$ cat config.mk
export PLATFORM = sky130hd
export DESIGN_NAME = sapc_ctrl
export DESIGN_NICKNAME = d
export VERILOG_FILES = /design/src/rtl/core/sapc_pkg.sv /design/src/rtl/core/sapc_ctrl.sv
export SDC_FILE = /design/constraint.sdc
export NUM_CORES = 1
export LEC_CHECK = 0
export BUFFER_PORTS_ARGS = -buffer_cell sky130_fd_sc_hd__buf_2
export CAP_MARGIN = 20
export CELL_PAD_IN_SITES_DETAIL_PLACEMENT = 1
export CELL_PAD_IN_SITES_GLOBAL_PLACEMENT = 2
export CORE_AREA = 2 2 39 41
export CTS_CLUSTER_SIZE = 24
export DETAILED_ROUTE_END_ITERATION = 16
export DIE_AREA = 0 0 41 43
export GPL_ROUTABILITY_DRIVEN = 0
export GPL_TIMING_DRIVEN = 0
export PLACE_DENSITY = 0.73
export SETUP_SLACK_MARGIN = 0.3
export SLEW_MARGIN = 15
export SYNTH_ARGS = -nofsm -noshare
export SYNTH_HDL_FRONTEND = slang
export SYNTH_SLANG_ARGS = --single-unit
$ cat constraint.sdc
create_clock -name clk_i -period 2.3 [get_ports clk_i]
set_input_delay 0.115 -clock clk_i [delete_from_list [all_inputs] [get_ports clk_i]]
set_output_delay 0.115 -clock clk_i [all_outputs]
set_load 0.005 [all_outputs]
$ cat src/rtl/core/sapc_pkg.sv
// Shared types and constants for the source address packet counter.
package sapc_pkg;

  // Default number of table entries.
  localparam int DefaultEntries = 64;

  // Port widths fixed by the item format.
  localparam int AddrW    = 32;
  localparam int CountW   = 32;
  localparam int IndexW   = 6;
  localparam int UsedW    = 7;

  // Largest packet count; a hit on an entry at this value leaves it there.
  localparam logic [CountW-1:0] CountMax = '1;

  // Result status codes.
  typedef enum logic [1:0] {
    StHit  = 2'd0,
    StNew  = 2'd1,
    StFull = 2'd2,
    StRead = 2'd3
  } status_e;

  // Controller states.
  typedef enum logic [2:0] {
    StateIdle,
    StateDecode,
    StateReadOut,
    StateScan
  } state_e;

  // Commands from the controller to the datapath.
  typedef struct packed {
    logic    load;       // capture the input item
    logic    scan_init;  // rewind the scan pointer
    logic    issue_scan; // read the table at the scan pointer
    logic    issue_idx;  // read the table at the requested index
    logic    write_hit;  // write the incremented count of the matching entry
    logic    write_new;  // append the item's address with a count of one
    logic    emit;       // load the result registers and raise the strobe
    status_e status;     // which result to form
  } ctrl_cmd_t;

  // Status from the datapath to the controller.
  typedef struct packed {
    logic is_read;    // the captured item is a read
    logic scan_more;  // entries remain to be read by the scan
    logic match;      // the last entry read holds the item's address
    logic full;       // every entry is in use
  } ctrl_sts_t;

endpackage

$ cat src/rtl/core/sapc_ctrl.sv
// Controller state machine that sequences the table search and reads.
module sapc_ctrl (
  input  logic                clk_i,
  input  logic                rst_ni,
  input  logic                start,
  output logic                busy,
  input  sapc_pkg::ctrl_sts_t sts_i,
  output sapc_pkg::ctrl_cmd_t cmd_o
);
  import sapc_pkg::*;

  state_e state_q, state_d;

  // State register.
  always_ff @(posedge clk_i or negedge rst_ni) begin
    if (!rst_ni) begin
      state_q <= StateIdle;
    end else begin
      state_q <= state_d;
    end
  end

  // Next state.
  always_comb begin
    state_d = state_q;
    unique case (state_q)
      StateIdle: begin
        if (start) begin
          state_d = StateDecode;
        end
      end
      StateDecode: begin
        state_d = sts_i.is_read ? StateReadOut : StateScan;
      end
      StateReadOut: begin
        state_d = StateIdle;
      end
      StateScan: begin
        // The search ends on a match or once no entry is left to read.
        if (sts_i.match || !sts_i.scan_more) begin
          state_d = StateIdle;
        end
      end
      default: begin
        state_d = StateIdle;
      end
    endcase
  end

  // Commands for the datapath.
  always_comb begin
    cmd_o = '0;
    cmd_o.status = StHit;
    unique case (state_q)
      StateIdle: begin
        cmd_o.load = start;
      end
      StateDecode: begin
        cmd_o.scan_init = 1'b1;
        cmd_o.issue_idx = sts_i.is_read;
      end
      StateReadOut: begin
        cmd_o.emit   = 1'b1;
        cmd_o.status = StRead;
      end
      StateScan: begin
        if (sts_i.match) begin
          cmd_o.write_hit = 1'b1;
          cmd_o.emit      = 1'b1;
          cmd_o.status    = StHit;
        end else if (sts_i.scan_more) begin
          cmd_o.issue_scan = 1'b1;
        end else if (sts_i.full) begin
          cmd_o.emit   = 1'b1;
          cmd_o.status = StFull;
        end else begin
          cmd_o.write_new = 1'b1;
          cmd_o.emit      = 1'b1;
          cmd_o.status    = StNew;
        end
      end
      default: begin
        cmd_o = '0;
      end
    endcase
  end

  assign busy = (state_q != StateIdle);

endmodule

==> flow_summary.ini, run 1 <==
[pwr]
share_seq_of_total_power_pct = 18.5
pwr-share-comb_pct = 60.1
switchingPower_w = 0.000133
pwr-share-clk_pct = 21.4
swShare_pct = 36.2
power.ir.vdd_worst_mv = 0.317
intPower_w = 0.000234
power-per-cell-area_nw_per_um2 = 1130
cellLeakagePower_nw = 0.182

[grt]
first_global_vias = 228
first_pass_grt_wire_length_um = 848
gr-total-overflow = 0
grtUsageTotal_pct = 7.82
grt_start_max_net_pins = 10
antenna_found_initial = 0

[synthesis]
post-synth-top-area-fraction_pct = 26.1
synth.lib_cells_used.distinct = 18
netlist.top_cell.by_area = dfrtp_1
synth.net_count = 31
yosysWarnings = 0
asyncSetResetFlopFracSynth_pct = 100
seq_area_frac_synth_pct = 26.1
synth_cells = 24
most_used_flip_flop_cell_after_synthesis = dfrtp_1
postSynthRegisterBits = 2
number_of_flops_mapped_to_enable_cells_by_yosys = 0
post_synth_main_area_contributors = dfrtp_1, mux2_4, nor2_1
synthesis.area_per_instance_um2 = 7.98
mappedNetlistArea_um2 = 191

[routing]
top_layer = met3
wl_met2_um = 250
drt_drc_violations_left = 0
drt_first_iter_violations = 1
route.vias.total = 233
routed_wire_length_per_instance_um = 8.63
ant_nets = 0
vias_per_cell = 3.88
wl_um = 518
route.layer.met1.wl_um = 222
met3_length_um = 46
drtPass1Iterations = 2

[layout]
fin_nets = 53
max_flop_register = state_q
utilization_pct = 23.4
finish.instance_area_um2 = 324
flip_flop_count_of_the_largest_register_all_copies_and_words_added = 2
largest_registers = state_q (2)
area_growth_syn_to_layout_pct = 69.3
layout_cells_sized_above_1_pct = 59.1
n_antenna_cell = 0

[clock_tree]
cts-htree-levels = 1
cts-buffers-inserted = 3
cts_repair_resize_count = 0
clk-insertion-delay-late_ps = 230
cts_buffer_depth = 2
tritoncts = done
cts_root_buf = clkbuf_4
clock_sinks = 2
cts.reportedPaths.clkPinSlew_ps = 30

[timing]
slew_at_the_pin_closest_to_its_max_slew_limit_ps = 223
timing.max_slew.rel_slack_pct = 85.0
rsz0062_at_grt = false
setup_viol = 0
maxSlewViolCount = 0
finalCriticalPeriod_ps = 1330
finalClockSkew_ps = 1.61
final_cycle_utilization_of_the_critical_path_pct = 57.7
fin_setup_tns_ps = 0
report.final.hold_viol_count = 0
max_freq_mhz = 754

[setup_path]
worstSetupPathType = flip-flop to output port
worst-r2r-cell-count = 3
cp_data_arrival_time_ps = 1210
timing.rr.end = state_q[0]
end_kind = output port
setup.reg_to_reg.worst_slack_ps = 1280
crit_path_max_fanout = 9
worst_setup_path_start_kind = flip-flop
cp.required_ps = 2180
worst_r2r_startpoint = state_q[0]

[flow_run]
max-cap-violations = 0

[placement]
total_half_perimeter_wirelength_after_legalization_and_detailed_placement_um = 416
post_place_cell_area_um2 = 292
port_buffers = 16

[floorplanning]
placeableCoreArea_um2 = 1380
initial_core_util_pct = 13.8
die_width_um = 41
fp.dieH_um = 43
pin_count = 17
placementRows = 14
die_area_um2 = 1760

[run_status]
run_status = complete, no violations

[min_path]
worst_hold_path_type = primary input to async pin
[per-layer routing]
metal  track usage (%)  up-vias
li1                  -      117
met1              9.29      105
met2              8.75       11
met3              1.57        0
met4              12.0        0
met5                 0        -
[what timing repair did]
item / CTS / global route
hold endpoints to repair: 2 / 0
setup buffers: 0 / 0
hold buffers: 1 / 0
[worst max-delay path: stages, from the launching register on]
cell	delay [ps]
dfrtp_1	360
buf_6	130
or2_2	300
nor2_1	80
buf_2	110
[per-stage QoR]
step | worst slack [ps] | hold slack (ps) | cells | power (W)
2_1_floorplan | 1290 | -181 | 24 | 0.000209
3_3_place_gp | 1220 | -99.6 | 56 | 0.000290
3_5_place_dp | 1210 | -95.1 | 56 | 0.000291
4_1_cts | 951 | 200 | 60 | 0.000379
5_1_grt | 904 | 216 | 60 | 0.000405
6_report | 974 | 207 | 60 | 0.000367
[synthesized netlist by cell type (2+ instances only)]
cell / n
nor2_1: 4
o21a_1: 2
nand2_1: 2
dfrtp_1: 2
[cells in the final DEF (no fill, tap or decap)]
| cell type | n |
|---|---|
| nor2b_1 | 1 |
| mux2_4 | 1 |
| nand2b_1 | 1 |
| nand2_1 | 2 |
| and2_1 | 1 |
| dlygate4sd3_1 | 1 |
| nor3_1 | 1 |
| buf_6 | 1 |
| buf_4 | 1 |
| dfrtp_1 | 2 |
| inv_1 | 1 |
| o21a_1 | 2 |
| or2_2 | 1 |
| clkbuf_4 | 3 |
| inv_2 | 1 |
| buf_2 | 16 |
| nor2_1 | 4 |
| o22ai_2 | 1 |
| a21oi_1 | 1 |
| and3_2 | 1 |
| a21boi_0 | 1 |
[worst max path at each step]
stage | from | endpoint | slack [ps] | depth (start not counted)
2_1_floorplan | state_q[1] | cmd_o[8] | 1290 | 3
3_3_place_gp | state_q[1] | cmd_o[8] | 1220 | 4
3_5_place_dp | state_q[1] | cmd_o[8] | 1210 | 4
4_1_cts | state_q[1] | cmd_o[8] | 950 | 4
5_1_grt | state_q[1] | cmd_o[8] | 900 | 4
6_report | state_q[1] | cmd_o[8] | 970 | 4
[power groups by stage]
| stage | clock [W] | sequential (W) | combinational, W |
|---|---|---|---|
| floorplan | 0 | 0.0000644 | 0.000145 |
| global placement | 0 | 0.0000677 | 0.000222 |
| detailed placement | 0 | 0.0000678 | 0.000223 |
| CTS | 0.0000835 | 0.0000676 | 0.000228 |
| global route | 0.0000869 | 0.0000696 | 0.000248 |
| finish | 0.0000785 | 0.0000677 | 0.000221 |
[kinds of logic (layout without fill, tap and decap cells)]
| family | Yosys count | count (layout) | synth area share (%) |
|---|---|---|---|
| and+or+nand+nor | 12 | 12 | 31.4 |
| muxes | 1 | 1 | 7.84 |
| buffers and inverters | 4 | 24 | 13.7 |
| DFF | 2 | 2 | 26.1 |
| AOI/OAI and AO/OA | 5 | 5 | 20.9 |
[final cells by class]
class	count	area (um2)
Timing Repair Buffer	17	90.1
Sequential cell	2	50.0
Clock buffer	3	22.5
Multi-Input combinational cell	18	115
Buffer	2	18.8
Fill cell	172	1060
Inverter	2	7.51
Tap cell	16	20.0
Power figures use the tool's default switching activity.
==> run 2, diff against run 1 <==
--- a/config.mk
+++ b/config.mk
@@ -5,17 +5,18 @@
 export SDC_FILE = /design/constraint.sdc
 export NUM_CORES = 1
 export LEC_CHECK = 0
+export ABC_AREA = 1
 export BUFFER_PORTS_ARGS = -buffer_cell sky130_fd_sc_hd__buf_2
 export CAP_MARGIN = 20
 export CELL_PAD_IN_SITES_DETAIL_PLACEMENT = 1
 export CELL_PAD_IN_SITES_GLOBAL_PLACEMENT = 2
-export CORE_AREA = 2 2 39 41
+export CORE_MARGIN = 2
+export CORE_UTILIZATION = 13
 export CTS_CLUSTER_SIZE = 24
 export DETAILED_ROUTE_END_ITERATION = 16
-export DIE_AREA = 0 0 41 43
 export GPL_ROUTABILITY_DRIVEN = 0
 export GPL_TIMING_DRIVEN = 0
-export PLACE_DENSITY = 0.73
+export PLACE_DENSITY = 0.76
 export SETUP_SLACK_MARGIN = 0.3
 export SLEW_MARGIN = 15
 export SYNTH_ARGS = -nofsm -noshare
==> constraint.sdc (replaced) <==
create_clock -name clk_i -period 1.4 [get_ports clk_i]
set_input_delay 0.07 -clock clk_i [delete_from_list [all_inputs] [get_ports clk_i]]
set_output_delay 0.07 -clock clk_i [all_outputs]
set_load 0.005 [all_outputs]
==> run 2 against run 1 <==
Synthesized cell count grew 33%. Global-route usage grew 0.83 points. Via count grew 15%. Clock skew grew 2.0 ps. Sequential cell count is the same. Sequential share of layout area shrank 1.0 points. Non-clock buffer count grew 3. Final cell count grew 18%. Setup slack lost 700 ps. Critical path depth grew 1. Cell area grew 6.9%.
==> flow_summary.ini, run 2 <==
[clock_tree]
tritoncts = done
cts-buffers-inserted = 3
cts-htree-levels = 1
cts.reportedPaths.clkPinSlew_ps = 30
cts_buffer_depth = 2
cts_root_buf = clkbuf_4
clk-insertion-delay-late_ps = 220
clock_sinks = 2

[floorplanning]
die_area_um2 = 1700
placeableCoreArea_um2 = 1300
fp.dieH_um = 41.2
placementRows = 13
pin_count = 17
initial_core_util_pct = 13.8
die_width_um = 41.2

[flow_run]
max-cap-violations = 0

[layout]
final_cell_mix = buf_2, nand2_1, inv_1, buf_4, nor2_1
layout_commonest_cell = buf_2
n_antenna_cell = 0
flip_flop_count_of_the_largest_register_all_copies_and_words_added = 2
layout_cells_sized_above_1_pct = 55.4
fin_nets = 65
area_growth_syn_to_layout_pct = 92.4
largest_registers = state_q (2)
max_flop_register = state_q
final-instance-count-excl-fill = 71

[timing]
rsz0062_at_grt = true
timing.max_slew.rel_slack_pct = 88.7
max_freq_mhz = 887
fin_setup_tns_ps = 0
slew_at_the_pin_closest_to_its_max_slew_limit_ps = 169
finalClockSkew_ps = 3.64
timing.final.ws_setup_ps = 272
maxSlewViolCount = 0
setup_viol = 0
finalCriticalPeriod_ps = 1130
final.hold.worst_slack_ps = 140
report.final.hold_viol_count = 0
final_cycle_utilization_of_the_critical_path_pct = 80.5

[grt]
antenna_found_initial = 0
grt_start_max_net_pins = 5
gr-total-overflow = 0
first_global_vias = 250
first_pass_grt_wire_length_um = 897
grtUsageTotal_pct = 8.66

[pwr]
power-per-cell-area_nw_per_um2 = 1630
total_power_w = 0.000566
cellLeakagePower_nw = 0.253
power.ir.vdd_worst_mv = 0.533

[placement]
total_half_perimeter_wirelength_after_legalization_and_detailed_placement_um = 443
port_buffers = 16
placed_cells = 63
preCtsSetupSlack_ps = 483

[synthesis]
postSynthRegisterBits = 2
post-synth-top-area-fraction_pct = 27.8
yosysMostFrequentCell = inv_1
yosysWarnings = 0
asyncSetResetFlopFracSynth_pct = 100
synthesis.area_per_instance_um2 = 5.63
number_of_flops_mapped_to_enable_cells_by_yosys = 0
most_used_flip_flop_cell_after_synthesis = dfrtp_1
mappedNetlistArea_um2 = 180
synth_common_cells = inv_1, nand2_1, nand3_1, nor2_1
synth_cells = 32
seq_area_frac_synth_pct = 27.8
netlist.top_cell.by_area = dfrtp_1
post_synth_main_area_contributors = dfrtp_1, inv_1, nand2_1
synth.lib_cells_used.distinct = 10
synth.net_count = 39

[setup_path]
timing.rr.end = state_q[1]
crit_path_max_fanout = 4
cp_data_arrival_time_ps = 1060
worst_setup_path_start_kind = flip-flop
critical_path.startpoint = state_q[1]
worstSetupPathType = flip-flop to output port
cp.required_ps = 1330
setup.reg_to_reg.worst_slack_ps = 380
worst-r2r-cell-count = 6
worst_r2r_startpoint = state_q[0]
end_kind = output port
crit_path_end = cmd_o[7]

[min_path]
hold_depth = 3
worst_hold_path_type = primary input to flip-flop

[run_status]
run_status = complete, no violations

[routing]
route.layer.met1.wl_um = 237
drt_drc_violations_left = 0
ant_nets = 0
routed_wire_length_per_instance_um = 7.93
met3_length_um = 63
top_layer = met3
wl_um = 563
route.vias.total = 269
drtPass1Iterations = 2
wl_met2_um = 263
drt_first_iter_violations = 1
vias_per_cell = 3.79
==> run 2: cell count changes in the layout (fill, tap and decap cells not counted), moves of 2 or more <==
| cell | before | now |
|---|---|---|
| nand2_1 | 2 | 7 |
| inv_2 | 1 | 3 |
| nand3_1 | 0 | 3 |
| o21a_1 | 2 | 0 |
| buf_4 | 1 | 5 |
| nand2_2 | 0 | 2 |
| inv_1 | 1 | 7 |
==> run 2: worst max-delay path, cell delays in order, from the launching register on <==
cell,delay (ps)
dfrtp_1,380
inv_2,70
nand2_1,110
inv_1,50
buf_4,120
buf_2,110
==> run 2: cell families after synthesis <==
kind of cell    Yosys count  synth area share [%]
flops                     2                  27.8
buf+inv                  11                  25.0
simple gates             18                  44.4
compound gates            1                  2.78
==> run 2: cell type report <==
type / count / area, um2
Buffer: 1 / 7.51
Clock buffer: 3 / 22.5
Fill cell: 180 / 955
Inverter: 10 / 37.5
Multi-Input combinational cell: 19 / 90.1
Sequential cell: 2 / 50.0
Tap cell: 15 / 18.8
Timing Repair Buffer: 21 / 120
==> run 2: routing by layer <==
layer	up-vias	global-route usage, %
met4	0	7.26
met5	-	0
met3	0	4.89
met1	117	7.99
met2	12	13.7
li1	140	-
==> run 2: how the worst min path moves through the flow <==
stage,endpoint,slack [ps],from
detailed placement,state_q[0],-140,rst_ni
floorplan,state_q[0],-230,rst_ni
finish,state_q[0],140,start
global route,state_q[0],150,start
CTS,state_q[0],130,start
global placement,state_q[1],-140,rst_ni
==> run 2: repair_timing <==
| action | CTS | global route |
|---|---|---|
| hold buffers | 1 | 0 |
| resized for setup | 2 | 1 |
| endpoints found under the setup margin | 7 | 9 |
| setup buffers | 0 | 4 |
| hold endpoints to repair | 2 | 0 |
| pin swaps | 0 | 1 |
==> run 2: power breakdown <==
group / leakage (nW) / internal, W / switching [W]
clock: 0.0138 / 0.0000944 / 0.0000302
sequential: 0.0252 / 0.0000841 / 0.0000292
combinational: 0.214 / 0.000169 / 0.000160
total: 0.253 / 0.000347 / 0.000219
==> run 2: metrics by stage <==
step / cell area [um2] / util [%]
3_3_place_gp: 279 / 21.4
2_1_floorplan: 180 / -
6_report: 347 / 26.6
3_5_place_dp: 279 / 21.4
5_1_grt: 347 / 26.6
4_1_cts: 317 / 24.3
